--- src/hw/rtl/lbo_pkg.sv ---
// Shared constants, field layouts and types of the label boundary overlay.
`timescale 1ns / 1ps

package lbo_pkg;

  localparam int MAX_WIDTH_DEF = 1024;
  localparam int ID_BITS_DEF   = 32;
  localparam int MAX_HEIGHT    = 1024;
  localparam int ROW_BITS      = $clog2(MAX_HEIGHT);

  localparam int CFG_BITS       = 11;
  localparam int CFG_INDEX_BITS = 4;

  localparam logic [CFG_INDEX_BITS-1:0] REG_FRAME_WIDTH    = 4'd0;
  localparam logic [CFG_INDEX_BITS-1:0] REG_FRAME_HEIGHT   = 4'd1;
  localparam logic [CFG_INDEX_BITS-1:0] REG_ERRORS_SHOWN   = 4'd2;
  localparam logic [CFG_INDEX_BITS-1:0] REG_CONTOURS_SHOWN = 4'd3;

  localparam logic OP_PIXEL = 1'b0;
  localparam logic OP_DRAIN = 1'b1;

  localparam logic [1:0] ERR_MINOR = 2'h1;
  localparam logic [1:0] ERR_MAJOR = 2'h2;

  localparam int RED_BOOST    = 80;
  localparam int ORANGE_RED   = 200;
  localparam int ORANGE_GREEN = 120;
  localparam int ORANGE_BLUE  = 40;
  localparam int CHAN_MAX     = 255;

  localparam int IN_ID_BITS     = 32;
  localparam int IN_ID_LSB      = 0;
  localparam int IN_HIDDEN      = 32;
  localparam int IN_RED_LSB     = 33;
  localparam int IN_GREEN_LSB   = 41;
  localparam int IN_BLUE_LSB    = 49;
  localparam int IN_ERR_LSB     = 57;
  localparam int IN_TDATA_BITS  = 64;
  localparam int OUT_TDATA_BITS = 24;

  // Stored pixel: cell id in the low ID_BITS bits, then these fields.
  localparam int PIX_TAIL_BITS = 27;
  localparam int OFS_HIDDEN    = 0;
  localparam int OFS_RED       = 1;
  localparam int OFS_GREEN     = 9;
  localparam int OFS_BLUE      = 17;
  localparam int OFS_ERR       = 25;

  typedef struct packed {
    logic left_ok;
    logic right_ok;
    logic up_ok;
    logic below_ok;
    logic errors_shown;
    logic contours_shown;
  } nbr_ctl_t;

  typedef struct packed {
    logic [7:0] blue;
    logic [7:0] green;
    logic [7:0] red;
  } rgb_t;

endpackage

--- src/hw/rtl/lbo_shade.sv ---
// Colour rules and four-neighbour boundary test for one finished pixel.
`timescale 1ns / 1ps

module lbo_shade
  import lbo_pkg::*;
#(
  parameter int ID_BITS = ID_BITS_DEF,
  localparam int PIXW = ID_BITS + PIX_TAIL_BITS
) (
  input  logic [PIXW-1:0] center,
  input  logic [PIXW-1:0] up,
  input  logic [PIXW-1:0] left,
  input  logic [PIXW-1:0] right,
  input  logic [PIXW-1:0] below,
  input  nbr_ctl_t        ctl,
  output rgb_t            colour,
  output logic            on_boundary
);

  function automatic logic differs(input logic [PIXW-1:0] n, input logic [ID_BITS-1:0] cid);
    differs = (n[ID_BITS-1:0] != cid) && !n[ID_BITS+OFS_HIDDEN];
  endfunction

  logic [ID_BITS-1:0] cid;
  logic               hid;
  logic [7:0]         red;
  logic [7:0]         green;
  logic [7:0]         blue;
  logic [1:0]         err;
  logic [8:0]         boosted;
  logic               border;

  assign cid   = center[ID_BITS-1:0];
  assign hid   = center[ID_BITS+OFS_HIDDEN];
  assign red   = center[ID_BITS+OFS_RED +: 8];
  assign green = center[ID_BITS+OFS_GREEN +: 8];
  assign blue  = center[ID_BITS+OFS_BLUE +: 8];
  assign err   = center[ID_BITS+OFS_ERR +: 2];

  always_comb begin
    boosted = {1'b0, red} + 9'(RED_BOOST);
    border  = ctl.contours_shown && !hid &&
              ((ctl.left_ok && differs(left, cid)) ||
               (ctl.right_ok && differs(right, cid)) ||
               (ctl.up_ok && differs(up, cid)) ||
               (ctl.below_ok && differs(below, cid)));
    colour.red   = red;
    colour.green = green;
    colour.blue  = blue;
    if (hid) begin
      colour.red   = 8'(CHAN_MAX);
      colour.green = 8'(CHAN_MAX);
      colour.blue  = 8'(CHAN_MAX);
    end else if (border) begin
      colour = '0;
    end else if (ctl.errors_shown && ((err & ERR_MAJOR) != 2'b00)) begin
      colour.red   = boosted[8] ? 8'(CHAN_MAX) : boosted[7:0];
      colour.green = {1'b0, green[7:1]};
      colour.blue  = {1'b0, blue[7:1]};
    end else if (ctl.errors_shown && ((err & ERR_MINOR) != 2'b00)) begin
      colour.red   = 8'(ORANGE_RED);
      colour.green = 8'(ORANGE_GREEN);
      colour.blue  = 8'(ORANGE_BLUE);
    end
    on_boundary = border;
  end

endmodule

--- config.mk ---
export PLATFORM = sky130hd
export DESIGN_NAME = lbo_shade
export DESIGN_NICKNAME = d
export VERILOG_FILES = /design/src/hw/rtl/lbo_pkg.sv /design/src/hw/rtl/lbo_shade.sv
export SDC_FILE = /design/constraint.sdc
export NUM_CORES = 1
export LEC_CHECK = 0
export BUFFER_PORTS_ARGS = -buffer_cell sky130_fd_sc_hd__buf_4
export CAP_MARGIN = 30
export CORE_AREA = 3 3 124 126
export DETAILED_ROUTE_END_ITERATION = 7
export DIE_AREA = 0 0 127 129
export PLACE_DENSITY = 0.43
export SLEW_MARGIN = 20
export SYNTH_ARGS = -nofsm -noshare
export SYNTH_HDL_FRONTEND = slang
export SYNTH_SLANG_ARGS = --single-unit
--- constraint.sdc ---
create_clock -name vclk -period 1.7
set_input_delay 0.17 -clock vclk [all_inputs]
set_output_delay 0.17 -clock vclk [all_outputs]
set_load 0.02 [all_outputs]
==> flow_summary.ini <==
[cells_and_area]
diodes = 0
fin_area_um2 = 4070
clock_buffers = 0
drive_above_1_share_pct = 56.1
multi_input_comb_area_um2 = 1900
syn2layout_area_growth_pct = 112
final_nets = 792
regArea_um2 = 0
num-fill-cells = 1550
design.seq.count = 0

[sta]
holdWs_ns = 0.692
tightestPinTransition_ns = 0.427
fin_crit_sh_pct = 127
hold_viol_final = 0
final.setup.tns_ns = -10.14
finalCriticalPeriod_ns = 2.16
slew-limit-headroom_pct = 71.3
setup_violations = 25
rsz0062_at_grt = yes
fin_ws_ns = -0.459
clock.fmax_mhz = 463
finalMaxSlewViolations = 0

[setup_path]
worstSetupPathType = primary input to output port
cp_slowest_cell = nor4_1
worstPathRequired_ns = 1.53
path_cells = buf_4 > xor2_1 > nor4_1 > buf_4 > nand4_1 > o21ai_2 > a41oi_4 > buf_12 > a31oi_1 > buf_4
startpoint_type = primary input
critPathCaptureType = output port
cp.arrival_ns = 1.99
crit_fanout = 25
max_stage_delay_ns = 0.42
critPathMostFrequentCell = buf_4

[run_status]
violations = setup timing
outcome = finished with violations

[routing]
antenna_left = 0
highest_layer = met3
dr_wl_met2_um = 5380
drt_wl_total_um = 10000
via_per_inst = 4.05
post_drt_wl_per_cell_um = 14.9
first_iter_violations = 63
firstDrtPassIters = 4
route.met3.wl_um = 684
vias = 2722
wl_met1_um = 3980
route.detailed.drc = 0

[die]
start_util_pct = 13.3
fp.dieH_um = 129
die_area_um2 = 16400
coreArea_um2 = 14400
pin_count = 326
fp-row-count = 44
die_width_um = 127

[placed_design]
io_buffers = 222
post-place-ws_ns = -0.636
dp_hpwl_um = 9060
globalplace.congestion = 0.843
place_area_um2 = 3970

[global_routing]
grt_max_degree = 26
gr-total-overflow = 0
track_usage_pct = 10.9
grt_pass1_wl_um = 14700
antenna_found_initial = 0
grt_pass1_vias = 2957

[logic_synthesis]
yosys_warnings = 0
synth_commonest_cells = xor2_1 (128), nor4_1 (31), a21oi_1 (11), nor2_2 (10), a21oi_2 (9)
syn_inst = 248
yosysMostFrequentCell = xor2_1
synth.area.top_cells = xor2_1 (58%), nor4_1 (10%), a21oi_2 (4.1%)
synthDistinctLibCells = 27
synth_fp_nets = 550
syn-cell-area_um2 = 1920
synth_top_area_cell = xor2_1
syn-mean-instance-area_um2 = 7.75
synth.top_cell.area_share_pct = 58.3
ys_seq_area_share_pct = 0

[min_path]
min-delay-start = center[56]
min_to = colour[23]
hp-class = primary input to output port
whs_path_depth = 4

[pwr]
ir_worst_vdd_v = 0.000155
clkPwrFrac_pct = 0
p_int_mw = 0.618
pwr-share-comb_pct = 100.0
power_density_nw_per_um2 = 272
switching_power_mw = 0.490
pwr-share-seq_pct = 0
p_leak_nw = 1.93
power_mw = 1.11
swShare_pct = 44.2

[flow_run]
cap_viol_max_count = 0

[clocking]
post_cts_buffers = 0
[how the worst max path moves through the flow]
stage	start	endpoint	slack (ns)	depth (start not counted)
floorplan	center[1]	colour[10]	0.05	7
global placement	center[24]	colour[3]	-0.72	9
detailed placement	center[24]	colour[3]	-0.64	9
CTS	center[18]	colour[3]	-0.50	10
global route	center[18]	colour[3]	-0.58	10
finish	center[27]	colour[3]	-0.46	10
[cell usage in the layout, fill, tap and decap left out, drive strengths merged]
master	count
clkinv	1
ha	1
o21ai	6
xor2	128
o21a	1
a31oi	1
inv	1
or2	1
nand2	8
nand4	8
a41oi	1
a21oi	20
a221oi	8
o32ai	2
o22ai	6
nor2	12
nor2b	4
nor4	32
and2	1
xnor2	1
buf	245
[worst max-delay path, delay by kind of cell]
| family | cells | cell delay (ns) |
|---|---|---|
| simple gates | 2 | 0.52 |
| buf+inv | 4 | 0.67 |
| xor+xnor | 1 | 0.15 |
| compound gates | 3 | 0.46 |
[power groups by stage]
| stage | registers [mW] | logic (mW) | clock network (mW) |
|---|---|---|---|
| 2_1_floorplan | 0 | 0.425 | 0 |
| 3_3_place_gp | 0 | 1.07 | 0 |
| 3_5_place_dp | 0 | 1.07 | 0 |
| 4_1_cts | 0 | 1.11 | 0 |
| 5_1_grt | 0 | 1.20 | 0 |
| 6_report | 0 | 1.11 | 0 |
[cell type report]
cell class | instances | area share [%]
repair buffers | 245 | 47.4
multi-input cells | 241 | 46.7
well taps | 184 | 5.66
inverters | 2 | 0.185
[routing by layer]
metal	GRT usage (%)	up-vias
met2	21.6	108
li1	-	1373
met3	1.78	0
met5	0	-
met1	13.1	1241
met4	0	0
[through the flow]
step | util, % | instances
3_3_place_gp | 27.5 | 672
6_report | 28.2 | 672
3_5_place_dp | 27.5 | 672
5_1_grt | 28.2 | 672
2_1_floorplan | - | 248
4_1_cts | 28.0 | 672
[what timing repair did]
action,CTS,global route
setup endpoints to repair,25,25
pin swaps,1,4
gates cloned,0,0
resized for setup,16,8
hold buffers,0,0
[cells by family after synthesis]
group | share of synthesized area, %
XOR/XNOR | 58.8
AND/OR/NAND/NOR | 20.5
AO/OA/AOI/OAI | 18.0
buffers and inverters | 2.15
adder cells (fa/ha/maj) | 0.651
Power figures use the tool's default switching activity.
