<file path="config.mk">
export PLATFORM = sky130hd
export DESIGN_NAME = lbo_ram
export DESIGN_NICKNAME = d
export VERILOG_FILES = /design/src/hw/rtl/lbo_ram.sv
export SDC_FILE = /design/constraint.sdc
export NUM_CORES = 1
export LEC_CHECK = 0
export ABC_AREA = 0
export BUFFER_PORTS_ARGS = -buffer_cell sky130_fd_sc_hd__buf_2
export CELL_PAD_IN_SITES_DETAIL_PLACEMENT = 0
export CELL_PAD_IN_SITES_GLOBAL_PLACEMENT = 2
export CORE_ASPECT_RATIO = 1.2
export CORE_UTILIZATION = 48
export DETAILED_ROUTE_END_ITERATION = 16
export PLACE_DENSITY_LB_ADDON = 0.1
export SYNTH_ARGS = -nofsm -noshare
export SYNTH_HDL_FRONTEND = slang
export SYNTH_SLANG_ARGS = --single-unit
</file>
<file path="constraint.sdc">
create_clock -name clk -period 2.2 [get_ports clk]
set_input_delay 0.33 -clock clk [delete_from_list [all_inputs] [get_ports clk]]
set_output_delay 0.33 -clock clk [all_outputs]
set_load 0.02 [all_outputs]
</file>
<file path="src/hw/rtl/lbo_ram.sv">
// Generic simple dual-port RAM with one write port and a registered read port.
`timescale 1ns / 1ps

module lbo_ram #(
  parameter int WIDTH = 8,
  parameter int DEPTH = 16,
  localparam int AW = (DEPTH > 1) ? $clog2(DEPTH) : 1
) (
  input  logic             clk,
  input  logic             we,
  input  logic [AW-1:0]    waddr,
  input  logic [WIDTH-1:0] wdata,
  input  logic             re,
  input  logic [AW-1:0]    raddr,
  output logic [WIDTH-1:0] rdata
);

  logic [WIDTH-1:0] mem [DEPTH];

  always_ff @(posedge clk) begin
    if (we) begin
      mem[waddr] <= wdata;
    end
    if (re) begin
      rdata <= mem[raddr];
    end
  end

endmodule

</file>
==> flow_metrics.env, run 1 <==
export IMPL_setup_viol=0
export IMPL_cts_tree="done"
export IMPL_p_leak_nw=2.13
export IMPL_ys_seq_area_share_pct=78.1
export IMPL_design_core_area_um2=10600
export IMPL_postCtsSetupRepairBufs=0
export IMPL_drt_iter0_markers=135
export IMPL_rsz0062_at_grt="no"
export IMPL_worstSetupStartpoint="raddr[0]"
export IMPL_drc=0
export IMPL_grt_max_degree=17
export IMPL_design_area_um2=6240
export IMPL_grt_usage_pct=19.6
export IMPL_gr_total_overflow=0
export IMPL_worst_hold_slack_ns=0.283
export IMPL_die_w_um=97.3
export IMPL_dp_cells=397
export IMPL_ys_flop_type="edfxtp_1"
export IMPL_yosys_cell_count_top_type="edfxtp_1"
export IMPL_grt_pass1_wl_mm=15.3
export IMPL_dp_hpwl_mm=6.51
export IMPL_numClockSinks=136
export IMPL_finalCritPeriodShare_pct=69.3
export IMPL_powerDensity_nw_per_um2=978
export IMPL_cp_required_ns=2.36
export IMPL_ys_async_sr_fraction_pct=0
export IMPL_io_buffers=26
export IMPL_vias=2481
export IMPL_final_layout_size_suffix_gt1_share_pct=32.0
export IMPL_grt_pass1_vias=2517
export IMPL_power_mw=6.10
export IMPL_syn2layout_area_growth_pct=19.3
export IMPL_rrSetupSlack_ns=0.68
export IMPL_fin_nets=306
export IMPL_insertion_delay_ns=0.41
export IMPL_antenna_found_initial=0
export IMPL_synth_top_area_cell="edfxtp_1"
export IMPL_critical_path_max_stage_delay_ns=0.57
export IMPL_dr_pass1_iters=4
export IMPL_r2r_start="mem[1][3]"
export IMPL_ant_nets=0
export IMPL_place_area_um2=5630
export IMPL_reg2regPathDepth=3
export IMPL_slew_headroom_pct=72.2
export IMPL_fill_cells=787
export IMPL_gp_congestion=0.693
export IMPL_cp_top_family="multiplexers"
export IMPL_cts_clk_slew_worst_paths_ns=0.05
export IMPL_routed_wl_mm=9.99
export IMPL_initial_core_util_pct=49.5
export IMPL_wl_per_cell_um=23.3
export IMPL_maxCapViolCount=0
export IMPL_ios=27
export IMPL_htree_levels=4
export IMPL_cts_buffers=17
export IMPL_run_status="complete, no violations"
export IMPL_synthCells=229
export IMPL_synth_cell_types=18
export IMPL_synth_edf_count=136
export IMPL_synthesis_area_um2=5230
export IMPL_min_period_ns=1.52
export IMPL_cts_resized=0
export IMPL_r2r_end="rdata[3]"
export IMPL_syn_nets=248
export IMPL_tns_ns=0
export IMPL_final_cell_count_no_fill=429
export IMPL_timing_fmax_mhz=656
export IMPL_synth_common_cells="edfxtp_1 (136), mux4_2 (18), a22oi_1 (16)"
export IMPL_hold_viol_final=0
export IMPL_post_route_util_pct=59.0
export IMPL_critical_path_cell_chain="buf_2 -> buf_4 -> mux4_1 -> a22oi_1 -> nand2_1"
export IMPL_worst_slack_ns=0.676
export IMPL_cp_start_kind="input port"
export IMPL_critPathBufInv=2
export IMPL_crit_cells=5
export IMPL_synth_top_area_share_pct=78.1
export IMPL_design_die_area_um2=11300
export IMPL_cts_path_max_buffers=2
export IMPL_end_kind="register"
export IMPL_via_per_inst=5.78
export IMPL_pre_cts_slack_ns=0.217
export IMPL_final_setup_skew_ns=0.0124
export IMPL_cts_root_buf="clkbuf_16"
export IMPL_arrival_ns=1.68
export IMPL_rows=41
export IMPL_die_h_um=116
export IMPL_cp_max_fo=11
export IMPL_endpoint="rdata[1]"
export IMPL_worst_pin_slew_ns=0.417
export IMPL_hold_path_class="in -> reg"
export IMPL_synthTopCellsByArea="edfxtp_1 (78%), mux4_2 (7.8%), mux4_1 (7.0%)"
export IMPL_synth_seq_cells=136
export IMPL_yosysWarnings=0
export IMPL_worst_path_max_delay_cell="mux4_1"
export IMPL_slew_viol_final=0
export IMPL_ir_drop_mv=0.577
export IMPL_syn_avg_cell_area_um2=22.8
export IMPL_postCtsHoldBufs=0
export IMPL_num_antenna_cells=0
export IMPL_critPathKind="in -> reg"
[report_power, final]
| part | internal [mW] | switching, mW |
|---|---|---|
| Sequential | 2.92 | 0.0130 |
| Combinational | 0.119 | 0.168 |
| Clock | 1.88 | 1.01 |
| Total | 4.91 | 1.19 |
[cell usage in the layout, fill, tap and decap left out, types with 2 or more instances in the layout]
master      Yosys  final
clkinv_1        0      4
nand2_1         9      9
mux4_1         14     14
buf_2           3     26
nand2b_1        2      2
buf_12          0      2
clkbuf_16       0     17
clkinv_2        0      3
buf_4           1     21
nor2_1         13     13
mux4_2         18     18
a22oi_1        16     16
edfxtp_1      136    136
nor3_1          4      4
clkinvlp_4      0      2
nand3b_1        2      2
bufinv_16       0      4
[worst min-delay path by stage]
stage | start | end | cells past startpoint | slack (ns)
finish | re | rdata[5] | 1 | 0.28
CTS | re | rdata[5] | 1 | 0.27
floorplan | wdata[0] | mem[0][0] | 0 | 0.43
global route | re | rdata[5] | 1 | 0.27
global placement | re | rdata[7] | 1 | 0.70
detailed placement | re | rdata[7] | 1 | 0.70
[flip-flops by register name, summed over array words and instances, names as in the netlist]
signal	count
mem	128
rdata	8
[layout make-up]
type	count	area (um2)	area share, %
multi-input cells	83	1060	16.9
clock buffers	17	425	6.82
well taps	129	161	2.59
clock inverters	15	183	2.93
repair buffers	49	328	5.25
flip-flops and latches	136	4080	65.5
[logic make-up after synthesis]
group                  synth area share (%)
AO/OA/AOI/OAI                          2.30
buffers and inverters                  1.65
flip-flops                             78.1
multiplexers                           14.8
AND/OR/NAND/NOR                        3.14
[worst register-to-register path, stage by stage, from the launching register on]
cell and delay (ns):
edfxtp_1 0.36, mux4_1 0.52, a22oi_1 0.30, nand2_1 0.10
[routing by layer]
layer	vias up	global-route usage (%)	part of all wire, %
li1	1096	-	-
met1	1319	26.7	46
met2	58	31.5	50
met3	8	5.09	3.7
met4	0	6.76	0.76
met5	-	0	0
No activity file was read; power rests on OpenSTA's default activity.
==> run 2: changes to the inputs <==
==> constraint.sdc (replaced) <==
create_clock -name clk -period 1.5 [get_ports clk]
set_input_delay 0.225 -clock clk [delete_from_list [all_inputs] [get_ports clk]]
set_output_delay 0.225 -clock clk [all_outputs]
set_load 0.02 [all_outputs]
==> run 2 against run 1 <==
Via count down 1.5%. Non-clock buffer count grew 6. Global-route usage increased by 0.056 points. Sequential power grew 47%. First-iteration DRC count decreased by 11%. Critical endpoint unchanged. Highest routed layer unchanged.
==> flow_metrics.env, run 2 (same netlist as run 1, synthesis figures left out) <==
export IMPL_drc=0
export IMPL_grt_max_degree=23
export IMPL_run_status="complete, no violations"
export IMPL_critPathKind="reg -> reg"
export IMPL_routed_wl_mm=9.95
export IMPL_fin_nets=312
export IMPL_dp_cells=403
export IMPL_dr_pass1_iters=4
export IMPL_end_kind="register"
export IMPL_numClockSinks=136
export IMPL_largest_reg_flops=128
export IMPL_cts_root_buf="clkbuf_16"
export IMPL_ios=27
export IMPL_p_sw_share_pct=18.7
export IMPL_arrival_ns=1.64
export IMPL_p_comb_share_pct=4.8
export IMPL_antenna_found_initial=0
export IMPL_cts_path_max_buffers=2
export IMPL_maxCapViolCount=0
export IMPL_top_register="mem"
export IMPL_via_per_inst=5.62
export IMPL_cts_clk_slew_worst_paths_ns=0.06
export IMPL_pwr_share_seq_pct=46.1
export IMPL_gr_total_overflow=0
export IMPL_cp_required_ns=1.65
export IMPL_ir_drop_mv=0.838
export IMPL_cts_tree="done"
export IMPL_rows=41
export IMPL_rsz0062_at_grt="no"
export IMPL_initial_core_util_pct=49.5
export IMPL_finalCritPeriodShare_pct=99.0
export IMPL_cp_max_fo=1
export IMPL_hold_viol_final=0
export IMPL_power_mw=9.33
export IMPL_p_switching_mw=1.75
export IMPL_num_antenna_cells=0
export IMPL_slew_viol_final=0
export IMPL_drt_iter0_markers=120
export IMPL_slew_headroom_pct=44.2
export IMPL_final_setup_skew_ns=0.0112
export IMPL_timing_fmax_mhz=673
export IMPL_design_core_area_um2=10600
export IMPL_final_cell_count_no_fill=435
export IMPL_vias=2445
export IMPL_ant_nets=0
export IMPL_post_route_util_pct=60.4
export IMPL_worst_hold_slack_ns=0.175
export IMPL_reg_largest_list="mem: 128 flops, rdata: 8 flops"
export IMPL_min_period_ns=1.49
export IMPL_grt_pass1_wl_mm=15.3
export IMPL_io_buffers=26
export IMPL_setup_viol=0
export IMPL_clkPwrFrac_pct=49.1
export IMPL_mostFrequentLayoutCell="edfxtp_1"
export IMPL_die_w_um=97.3
export IMPL_cp_start_kind="register"
export IMPL_gp_congestion=0.715
export IMPL_final_layout_size_suffix_gt1_share_pct=35.9
export IMPL_dp_hpwl_mm=6.15
export IMPL_worst_pin_slew_ns=0.834
export IMPL_hold_path_class="in -> reg"
export IMPL_p_leak_nw=2.19
export IMPL_wl_per_cell_um=22.9
export IMPL_cts_buffers=17
export IMPL_die_h_um=116
export IMPL_syn2layout_area_growth_pct=22.1
export IMPL_grt_pass1_vias=2565
export IMPL_grt_usage_pct=19.7
export IMPL_rrSetupSlack_ns=0.01
export IMPL_design_die_area_um2=11300
export IMPL_p_int_mw=7.59
export IMPL_layout_common_cells="edfxtp_1 (136), buf_2 (26), buf_4 (25)"
export IMPL_powerDensity_nw_per_um2=1460
export IMPL_htree_levels=4
export IMPL_insertion_delay_ns=0.41
==> run 2: what timing repair did <==
action	4_1_cts	5_1_grt
hold buffers	0	0
resized for setup	2	4
buffers inserted	0	0
pin swaps	1	0
endpoints found under the setup margin	2	3
==> run 2: area by class of cell <==
class | count | area [um2]
multi-input combinational | 83 | 1080
sequential | 136 | 4080
fill | 744 | 4180
tap | 129 | 161
timing repair buffer | 55 | 398
clock inverter | 13 | 225
clock buffer | 19 | 433
==> run 2: routing by layer <==
layer  global-route usage [%]  share of wire [%]  vias up
met1                     25.2                 42     1259
met2                     32.5                 52       72
li1                         -                  -     1106
met4                     9.61               0.87        0
met3                     4.49                5.2        8
met5                        0                  0        -
==> run 2: power groups by stage <==
stage,clock network (mW),logic (mW),registers [mW]
finish,4.58,0.450,4.30
global route,4.81,0.490,4.31
CTS,4.65,0.452,4.30
detailed placement,0,0.446,4.38
global placement,0,0.440,4.38
floorplan,0,0.219,4.40
==> run 2: through the flow <==
stage                     setup TNS, ns  setup WS (ns)  cell area [um2]
after floorplan                -0.00289      -0.000964             5240
after global placement            -2.30         -0.410             5710
after detailed placement          -2.46         -0.417             5710
after CTS                             0        0.00962             6370
after global routing                  0        0.00209             6380
final                                 0         0.0146             6380
==> run 2: final timing paths <==
kind / end / depth (start not counted) / from
max: rdata[1] / 3 / mem[1][1]
min: rdata[6] / 1 / re
max reg2reg: rdata[1] / 3 / mem[1][1]
min reg2reg: rdata[1] / 3 / mem[11][1]
==> run 2: worst max-delay path, cell delays in order (launching register included) <==
cell	delay [ns]
edfxtp_1	0.36
mux4_1	0.55
a22oi_2	0.24
nand2_1	0.07
